File: config.mk
export PLATFORM = sky130hd
export DESIGN_NAME = serial_frame_receiver_unit
export DESIGN_NICKNAME = d
export VERILOG_FILES = /design/src/hdl/sfr_pkg.sv /design/src/hdl/serial_frame_receiver_unit.sv /design/src/hdl/sfr_ram.sv /design/src/hdl/sfr_front.sv /design/src/hdl/sfr_back.sv
export SDC_FILE = /design/constraint.sdc
export NUM_CORES = 1
export LEC_CHECK = 0
export ABC_AREA = 1
export BUFFER_PORTS_ARGS = -buffer_cell sky130_fd_sc_hd__buf_2
export CAP_MARGIN = 20
export CORE_MARGIN = 4
export CORE_UTILIZATION = 63
export DETAILED_ROUTE_END_ITERATION = 10
export PLACE_DENSITY = 0.83
export REMOVE_ABC_BUFFERS = 1
export SETUP_SLACK_MARGIN = 0.2
export SYNTH_ARGS = -nofsm -noshare
export SYNTH_HDL_FRONTEND = slang
export SYNTH_SLANG_ARGS = --single-unit
export TNS_END_PERCENT = 10
File: constraint.sdc
create_clock -name clk_i -period 4.2 [get_ports clk_i]
set_input_delay 0.63 -clock clk_i [delete_from_list [all_inputs] [get_ports clk_i]]
set_output_delay 0.63 -clock clk_i [all_outputs]
set_load 0.03 [all_outputs]
File: src/hdl/sfr_pkg.sv
// ----------------------------------------------------------------------------
// sfr_pkg: shared types and constants of the serial frame receiver
// Request and response structs, the command format of the internal queue,
// frame kinds and the byte codes the parser looks for.
// ----------------------------------------------------------------------------
`default_nettype none

package sfr_pkg;

  // Payload buffer geometry
  localparam int unsigned BUF_DEPTH = 64;
  localparam int unsigned BUF_AW    = $clog2(BUF_DEPTH);
  localparam int unsigned CNT_W     = 7;   // width of stored_count
  localparam logic [CNT_W-1:0] DEPTH_CNT = CNT_W'(BUF_DEPTH);

  // Byte codes
  localparam logic [7:0] BYTE_OPEN_BIN  = 8'hFF;
  localparam logic [7:0] BYTE_CLOSE_BIN = 8'hFE;
  localparam logic [7:0] BYTE_OPEN_TEXT = 8'h3E;  // '>'
  localparam logic [7:0] BYTE_CR        = 8'h0D;
  localparam logic [7:0] BYTE_BS        = 8'h08;
  localparam logic [7:0] BYTE_NUL       = 8'h00;

  typedef enum logic [1:0] {
    MODE_RX    = 2'd0,
    MODE_CLEAR = 2'd1,
    MODE_READ  = 2'd2,
    MODE_NONE  = 2'd3
  } mode_e;

  typedef enum logic [1:0] {
    KIND_NONE   = 2'd0,
    KIND_SINGLE = 2'd1,
    KIND_BINARY = 2'd2,
    KIND_TEXT   = 2'd3
  } kind_e;

  // Classified operation, decided by the front end
  typedef enum logic [3:0] {
    OP_NOP,
    OP_CLEAR,
    OP_READ,
    OP_RX_OPEN_BIN,
    OP_RX_CLOSE_BIN,
    OP_RX_OPEN_TEXT,
    OP_RX_CR,
    OP_RX_BS,
    OP_RX_PLAIN
  } op_e;

  typedef struct packed {
    logic [1:0] mode;
    logic [7:0] data_byte;
    logic [5:0] read_index;
  } sfr_req_t;

  typedef struct packed {
    logic [1:0]       frame_kind;
    logic             frame_done;
    logic [CNT_W-1:0] stored_count;
    logic [7:0]       last_byte;
    logic [7:0]       read_data;
    logic             overflow;
  } sfr_rsp_t;

  // Queue entry between front and back
  typedef struct packed {
    op_e        op;
    logic [7:0] data;
    logic [5:0] index;
    logic       in_range;  // read index lies inside the buffer
  } sfr_cmd_t;

  // Queue handshake between front and back
  typedef struct packed {
    logic valid;
  } sfr_qstat_t;

  typedef struct packed {
    logic pop;
  } sfr_qctrl_t;

endpackage

`default_nettype wire

File: src/hdl/serial_frame_receiver_unit.sv
// ----------------------------------------------------------------------------
// serial_frame_receiver_unit: serial frame receiver
// Classifies received bytes into single-byte messages, binary frames and
// text frames, collects payload bytes in a buffer and answers buffer reads.
// ----------------------------------------------------------------------------
//
//  channel | handshake                  | payload
//  --------+----------------------------+----------------------------------
//  in      | in_valid_i / in_stall_o    | in_req_i  (mode, byte, index)
//  out     | out_valid_o / out_stall_i  | out_rsp_o (state after request)
//
//  Throughput is one request per cycle while out_stall_i is low; a request's
//  response is presented once it has passed the queue write and then the
//  parser execute registers.
//  The parser step plus one buffer access per cycle sets that rate.
//  Reset clears parser state and queue; buffer contents stay undefined
//  until written, no clearing pass is needed.
//  A stalled response holds the parser; the two-entry queue keeps taking
//  requests until it fills, then in_stall_o rises.
// ----------------------------------------------------------------------------
`default_nettype none

module serial_frame_receiver_unit
  import sfr_pkg::*;
(
  input  wire logic     clk_i,
  input  wire logic     rst_ni,
  input  wire logic     in_valid_i,
  output logic          in_stall_o,
  input  wire sfr_req_t in_req_i,
  output logic          out_valid_o,
  input  wire logic     out_stall_i,
  output sfr_rsp_t      out_rsp_o
);

  sfr_cmd_t   cmd;
  sfr_qstat_t qstat;
  sfr_qctrl_t qctrl;

  // Front: decode and queue requests
  sfr_front u_front (
    .clk_i      (clk_i),
    .rst_ni     (rst_ni),
    .in_valid_i (in_valid_i),
    .in_stall_o (in_stall_o),
    .in_req_i   (in_req_i),
    .cmd_o      (cmd),
    .qstat_o    (qstat),
    .qctrl_i    (qctrl)
  );

  // Back: run the parser and the buffer, drive responses
  sfr_back u_back (
    .clk_i       (clk_i),
    .rst_ni      (rst_ni),
    .cmd_i       (cmd),
    .qstat_i     (qstat),
    .qctrl_o     (qctrl),
    .out_valid_o (out_valid_o),
    .out_stall_i (out_stall_i),
    .out_rsp_o   (out_rsp_o)
  );

  // Never pop an empty queue
  a_pop_needs_valid : assert property (@(posedge clk_i) disable iff (!rst_ni)
    qctrl.pop |-> qstat.valid)
    else $error("queue popped while empty");

  // Count never exceeds buffer depth
  a_count_bound : assert property (@(posedge clk_i) disable iff (!rst_ni)
    out_valid_o |-> (out_rsp_o.stored_count <= DEPTH_CNT))
    else $error("stored_count above buffer depth");

  // A finished message always has a kind
  a_done_has_kind : assert property (@(posedge clk_i) disable iff (!rst_ni)
    out_valid_o && out_rsp_o.frame_done |-> (out_rsp_o.frame_kind != KIND_NONE))
    else $error("frame_done without frame kind");

  // A single-byte message stores no payload
  a_single_empty : assert property (@(posedge clk_i) disable iff (!rst_ni)
    out_valid_o && (out_rsp_o.frame_kind == KIND_SINGLE)
      |-> (out_rsp_o.stored_count == '0))
    else $error("single-byte message with stored payload");

endmodule

`default_nettype wire

File: src/hdl/sfr_ram.sv
// ----------------------------------------------------------------------------
// sfr_ram: generic single-port RAM
// One access per cycle, write or read; read data is registered and holds
// until the next read.
// ----------------------------------------------------------------------------
`default_nettype none

module sfr_ram #(
  parameter int unsigned WIDTH = 8,
  parameter int unsigned DEPTH = 64
) (
  input  wire logic                     clk_i,
  input  wire logic                     we_i,
  input  wire logic                     re_i,
  input  wire logic [$clog2(DEPTH)-1:0] addr_i,
  input  wire logic [WIDTH-1:0]         wdata_i,
  output logic      [WIDTH-1:0]         rdata_o
);

  logic [WIDTH-1:0] mem_q [DEPTH];
  logic [WIDTH-1:0] rdata_q;

  always_ff @(posedge clk_i) begin
    if (we_i) begin
      mem_q[addr_i] <= wdata_i;
    end
    if (re_i) begin
      rdata_q <= mem_q[addr_i];
    end
  end

  assign rdata_o = rdata_q;

endmodule

`default_nettype wire

File: src/hdl/sfr_front.sv
// ----------------------------------------------------------------------------
// sfr_front: request intake and classification
// Decode each request into an operation and push it into a two-entry queue.
// ----------------------------------------------------------------------------
`default_nettype none

module sfr_front
  import sfr_pkg::*;
(
  input  wire logic       clk_i,
  input  wire logic       rst_ni,
  input  wire logic       in_valid_i,
  output logic            in_stall_o,
  input  wire sfr_req_t   in_req_i,
  output sfr_cmd_t        cmd_o,
  output sfr_qstat_t      qstat_o,
  input  wire sfr_qctrl_t qctrl_i
);

  localparam int unsigned QDEPTH = 2;

  sfr_cmd_t   cmd_in;
  sfr_cmd_t   mem_q [QDEPTH];
  logic       wr_ptr_q, wr_ptr_d;
  logic       rd_ptr_q, rd_ptr_d;
  logic [1:0] cnt_q, cnt_d;
  logic       push, pop;

  // Classify the request
  always_comb begin
    cmd_in.data     = in_req_i.data_byte;
    cmd_in.index    = in_req_i.read_index;
    cmd_in.in_range = ({1'b0, in_req_i.read_index} < DEPTH_CNT);
    cmd_in.op       = OP_NOP;
    unique case (mode_e'(in_req_i.mode))
      MODE_RX: begin
        unique case (in_req_i.data_byte)
          BYTE_OPEN_BIN:  cmd_in.op = OP_RX_OPEN_BIN;
          BYTE_CLOSE_BIN: cmd_in.op = OP_RX_CLOSE_BIN;
          BYTE_OPEN_TEXT: cmd_in.op = OP_RX_OPEN_TEXT;
          BYTE_CR:        cmd_in.op = OP_RX_CR;
          BYTE_BS:        cmd_in.op = OP_RX_BS;
          default:        cmd_in.op = OP_RX_PLAIN;
        endcase
      end
      MODE_CLEAR: cmd_in.op = OP_CLEAR;
      MODE_READ:  cmd_in.op = OP_READ;
      MODE_NONE:  cmd_in.op = OP_NOP;
      default:    cmd_in.op = OP_NOP;
    endcase
  end

  assign in_stall_o = (cnt_q == 2'(QDEPTH));
  assign push       = in_valid_i && !in_stall_o;
  assign pop        = qctrl_i.pop && (cnt_q != 2'd0);

  always_comb begin
    wr_ptr_d = push ? !wr_ptr_q : wr_ptr_q;
    rd_ptr_d = pop  ? !rd_ptr_q : rd_ptr_q;
    cnt_d    = cnt_q + 2'(push) - 2'(pop);
  end

  always_ff @(posedge clk_i or negedge rst_ni) begin
    if (!rst_ni) begin
      wr_ptr_q <= 1'b0;
      rd_ptr_q <= 1'b0;
      cnt_q    <= 2'd0;
    end else begin
      wr_ptr_q <= wr_ptr_d;
      rd_ptr_q <= rd_ptr_d;
      cnt_q    <= cnt_d;
    end
  end

  always_ff @(posedge clk_i) begin
    if (push) begin
      mem_q[wr_ptr_q] <= cmd_in;
    end
  end

  assign cmd_o         = mem_q[rd_ptr_q];
  assign qstat_o.valid = (cnt_q != 2'd0);

endmodule

`default_nettype wire

File: src/hdl/sfr_back.sv
// ----------------------------------------------------------------------------
// sfr_back: frame parser and payload buffer
// Execute one queued operation per cycle unless a stalled response holds it,
// update the parser state, access the buffer and present the response.
// ----------------------------------------------------------------------------
`default_nettype none

module sfr_back
  import sfr_pkg::*;
(
  input  wire logic       clk_i,
  input  wire logic       rst_ni,
  input  wire sfr_cmd_t   cmd_i,
  input  wire sfr_qstat_t qstat_i,
  output sfr_qctrl_t      qctrl_o,
  output logic            out_valid_o,
  input  wire logic       out_stall_i,
  output sfr_rsp_t        out_rsp_o
);

  kind_e            kind_q, kind_d;
  logic [CNT_W-1:0] fill_q, fill_d;
  logic             done_q, done_d;
  logic             ovf_q, ovf_d;
  logic [7:0]       last_q, last_d;
  logic             rdsel_q, rdsel_d;
  logic             valid_q, valid_d;
  logic             adv;

  logic              ram_we, ram_re;
  logic [BUF_AW-1:0] ram_addr;
  logic [7:0]        ram_wdata, ram_rdata;
  logic              has_room;

  // Advance when the response slot is free or being taken
  assign adv          = qstat_i.valid && (!valid_q || !out_stall_i);
  assign qctrl_o.pop  = adv;
  assign has_room     = (fill_q < DEPTH_CNT);

  always_comb begin
    kind_d    = kind_q;
    fill_d    = fill_q;
    done_d    = done_q;
    ovf_d     = ovf_q;
    last_d    = last_q;
    rdsel_d   = rdsel_q;
    ram_we    = 1'b0;
    ram_re    = 1'b0;
    ram_addr  = fill_q[BUF_AW-1:0];
    ram_wdata = cmd_i.data;
    if (adv) begin
      rdsel_d = 1'b0;
      case (cmd_i.op) inside
        OP_CLEAR: begin
          kind_d = KIND_NONE;
          fill_d = '0;
          done_d = 1'b0;
          ovf_d  = 1'b0;
        end
        OP_READ: begin
          ram_re   = 1'b1;
          ram_addr = cmd_i.index[BUF_AW-1:0];
          rdsel_d  = cmd_i.in_range;
        end
        OP_RX_OPEN_BIN, OP_RX_CLOSE_BIN, OP_RX_OPEN_TEXT, OP_RX_CR, OP_RX_BS,
        OP_RX_PLAIN: begin
          last_d = cmd_i.data;
          unique case (kind_q)
            KIND_NONE: begin
              if (cmd_i.op == OP_RX_OPEN_BIN) begin
                kind_d = KIND_BINARY;
              end else if (cmd_i.op == OP_RX_OPEN_TEXT) begin
                kind_d = KIND_TEXT;
              end else begin
                kind_d = KIND_SINGLE;
                done_d = 1'b1;
              end
            end
            KIND_BINARY: begin
              if (cmd_i.op == OP_RX_CLOSE_BIN) begin
                done_d = 1'b1;
              end else if (has_room) begin
                ram_we = 1'b1;
                fill_d = fill_q + 1'b1;
              end else begin
                ovf_d = 1'b1;
              end
            end
            KIND_TEXT: begin
              if (cmd_i.op == OP_RX_CR && fill_q != '0) begin
                // terminate: store a zero when there is room
                ram_we    = has_room;
                ram_wdata = BYTE_NUL;
                done_d    = 1'b1;
              end else if (cmd_i.op == OP_RX_BS) begin
                if (fill_q != '0) begin
                  fill_d = fill_q - 1'b1;
                end
              end else if (has_room) begin
                ram_we = 1'b1;
                fill_d = fill_q + 1'b1;
              end else begin
                ovf_d = 1'b1;
              end
            end
            KIND_SINGLE: begin
              // later bytes only update last_byte
            end
            default: begin
            end
          endcase
        end
        default: begin
          // no operation: report state only
        end
      endcase
    end
  end

  always_comb begin
    if (adv) begin
      valid_d = 1'b1;
    end else begin
      valid_d = valid_q && out_stall_i;
    end
  end

  always_ff @(posedge clk_i or negedge rst_ni) begin
    if (!rst_ni) begin
      kind_q  <= KIND_NONE;
      fill_q  <= '0;
      done_q  <= 1'b0;
      ovf_q   <= 1'b0;
      last_q  <= 8'h00;
      rdsel_q <= 1'b0;
      valid_q <= 1'b0;
    end else begin
      kind_q  <= kind_d;
      fill_q  <= fill_d;
      done_q  <= done_d;
      ovf_q   <= ovf_d;
      last_q  <= last_d;
      rdsel_q <= rdsel_d;
      valid_q <= valid_d;
    end
  end

  sfr_ram #(
    .WIDTH (8),
    .DEPTH (BUF_DEPTH)
  ) u_buf (
    .clk_i   (clk_i),
    .we_i    (ram_we),
    .re_i    (ram_re),
    .addr_i  (ram_addr),
    .wdata_i (ram_wdata),
    .rdata_o (ram_rdata)
  );

  // State registers hold still until the response is taken
  always_comb begin
    out_rsp_o.frame_kind   = kind_q;
    out_rsp_o.frame_done   = done_q;
    out_rsp_o.stored_count = fill_q;
    out_rsp_o.last_byte    = last_q;
    out_rsp_o.read_data    = rdsel_q ? ram_rdata : 8'h00;
    out_rsp_o.overflow     = ovf_q;
  end

  assign out_valid_o = valid_q;

endmodule

`default_nettype wire
==> impl_metrics.ini <==
[outcome]
status = finished, final reports clean

[synth]
synth_top_cell_by_area = edfxtp_1
synth_flop_cell = edfxtp_1
yosysWarnings = 0
synth_cells = 2546
synth_top_area_share_pct = 64.9
yosysMostFrequentCell = nand2_1
synth_common_cells = nand2_1, edfxtp_1, inv_1, nand3_1, nor2_1
seq_area_frac_synth_pct = 67.3
yosysUniqueCellTypes = 39
synthesis.area_sq_mm = 0.0257
avgSynthCellArea_sq_um = 10.1
synth_seq_cells = 581
synth_area_leaders = edfxtp_1, nand2_1, inv_1
synth_edf_count = 556
postSynth.asyncResetShare_pct = 4.30

[die]
core_sq_mm = 0.0400
std_cell_rows = 73
start_util_pct = 64.3
die_x_um = 210
die_y_um = 210
die_area_sq_mm = 0.0441
pin_count = 49

[worst_setup_path]
slowest_delay_ns = 0.57
endpoint_kind = register
cp_data_required_time_ns = 4.42
critPathBufInv = 5
crit_arrival_ns = 4.07
cp_top_family = simple AND/OR/NAND/NOR gates
crit_type = register to register
crit_chain = buf_4 -> nand2_1 -> nand2_1 -> nand2_1 -> inv_2 -> nand3_2 -> inv_2 -> o21ai_2 -> o21ai_4 -> inv_2 -> nor3_4 -> inv_2 -> nor2_1
critPathMostFrequentCell = inv_2
crit_fanout = 19
cp-start-kind = register
critPathSlowestCell = nor2_1

[placement]
gp_congestion = 0.980
dp_hpwl_um = 37000
dpl_cell_area_sq_mm = 0.0266
port_buffers = 48

[global_routing]
grt_pass1_wl_um = 95400
met1_usage_pct = 37.0
track_usage_pct = 27.8
use_met2_pct = 45.2
grt_start_max_net_pins = 95
grt.met3_usage_pct = 6.27
grt_pass1_vias = 17484
antenna_found_initial = 0
grt-ovfl-total = 0
grt_busiest_layer = met2

[route]
via_per_inst = 5.62
totalWireLength_um = 61600
post_drt_wl_per_cell_um = 19.4
first_pass_iters = 6
ant_nets = 0
drt_first_iter_violations = 2173
vias = 17814
drc = 0

[cts]
clkSlewWorstSetupHoldPaths_ns = 0.06
ctsResizeCount = 0
insertion_delay_ns = 0.61
cts-buffers-inserted = 55
cts_setup_buffers = 0
h-tree-depth = 2
cts_root_buf = clkbuf_16
hold_buffers = 0
cts_buffer_depth = 3
tritoncts = done
clkSinkCount = 581

[timing]
max_slew_margin_pct = 38.6
period_needed_ns = 3.85
fmax_mhz = 259
rsz0062_at_grt = true
tns_ns = 0
fin_skew_ns = 0.0297
setup_viol = 0
period_share_pct = 91.8
tightest_slew_ns = 0.922
hold_viol = 0
final-max-slew-violation-count = 0

[final_layout]
drive_gt1_share_pct = 8.09
seq_area_sq_mm = 0.0173
area_delta_synth_final_pct = 9.98
multi_input_area_sq_mm = 0.00596
fillers = 2603
design_area_sq_mm = 0.0283
final_nets = 2625

[pwr]
p_per_area_mw_per_mm2 = 666
peakVddDrop_mv = 0.382
p_leak_uw = 0.0124

[hold_path]
min-delay-path-class = input pin to asynchronous set/reset pin

[run]
maxCapViolCount = 0
-- per-layer routing --
metal | wire length (um) | vias up
met5 | 0 | -
met4 | 2510 | 0
met3 | 6500 | 202
met2 | 29400 | 1042
met1 | 23200 | 8353
li1 | - | 8217
-- sequential cells by signal (all words and copies together), names as in the netlist --
name,count
u_back.u_buf.mem_q,512
u_front.mem_q,36
u_back.last_q,8
u_back.u_buf.rdata_o,8
u_back.fill_q,7
u_back.kind_q,2
u_front.cnt_q,2
u_back.done_q,1
u_back.out_valid_o,1
u_back.ovf_q,1
u_back.rdsel_q,1
u_front.rd_ptr_q,1
u_front.wr_ptr_q,1
-- cells in the final DEF, fill, tap and decap left out, types with 10 or more instances in the layout --
cell type,netlist,layout
clkbuf_1,17,15
clkinv_1,0,12
nand2_1,738,738
nand4_1,11,11
nand3_1,258,258
clkinv_2,0,14
inv_1,536,536
buf_4,11,41
o21ai_0,55,55
edfxtp_1,556,556
o211ai_1,11,11
clkbuf_16,0,56
o21ai_1,40,40
buf_2,63,48
dfrtp_1,25,25
nor2_1,142,129
inv_2,10,10
nor2_4,2,14
-- worst paths after layout --
kind	from	endpoint	slack, ns	cells after the start
max	u_front.rd_ptr_q	u_back.u_buf.mem_q[30][5]	0.35	13
min	rst_ni	u_front.rd_ptr_q	0.02	1
max reg2reg	u_front.rd_ptr_q	u_back.u_buf.mem_q[30][5]	0.35	13
min reg2reg	u_back.done_q	u_back.done_q	0.49	1
max in group asynchronous	rst_ni	u_back.fill_q[1]	3.80	1
min in group clk_i	in_req_i[2]	u_front.mem_q[1][2]	0.21	1
-- power by group --
| part | total [uW] | internal [uW] | switching, uW |
|---|---|---|---|
| Combinational | 6840 | 1590 | 5250 |
| Sequential | 7440 | 7270 | 167 |
| Clock | 4570 | 2510 | 2060 |
-- kinds of logic after synthesis --
family	Yosys count	share of synthesized area, %
compound gates	128	2.84
xor+xnor	8	0.272
fa+ha+maj	4	0.195
buf+inv	644	9.97
flops	581	67.3
mux	8	0.311
simple gates	1173	19.1
-- area by class of cell --
type | count | share of cell area, %
Inverter | 548 | 7.29
Tap cell | 525 | 2.32
Multi-Input combinational cell | 1321 | 21.1
Clock buffer | 71 | 5.15
Timing Repair Buffer | 94 | 2.29
Antenna cell | 1 | 0.00884
Sequential cell | 581 | 61.2
Clock inverter | 31 | 0.659
-- through the flow --
step                std cells  hold WS [ns]  utilization (%)  setup WS [ns]  total power [uW]
CTS                      3171        0.0118             70.7          0.402             18700
global placement         3069         0.471             66.6          0.585             14000
floorplan                2450         0.334                -          -1.30             11900
finish                   3172        0.0176             70.7          0.346             18800
detailed placement       3069         0.478             66.6          0.487             14200
global route             3171        0.0574             70.7          0.169             19700
Note: power is estimated with default switching activity, not from simulation.
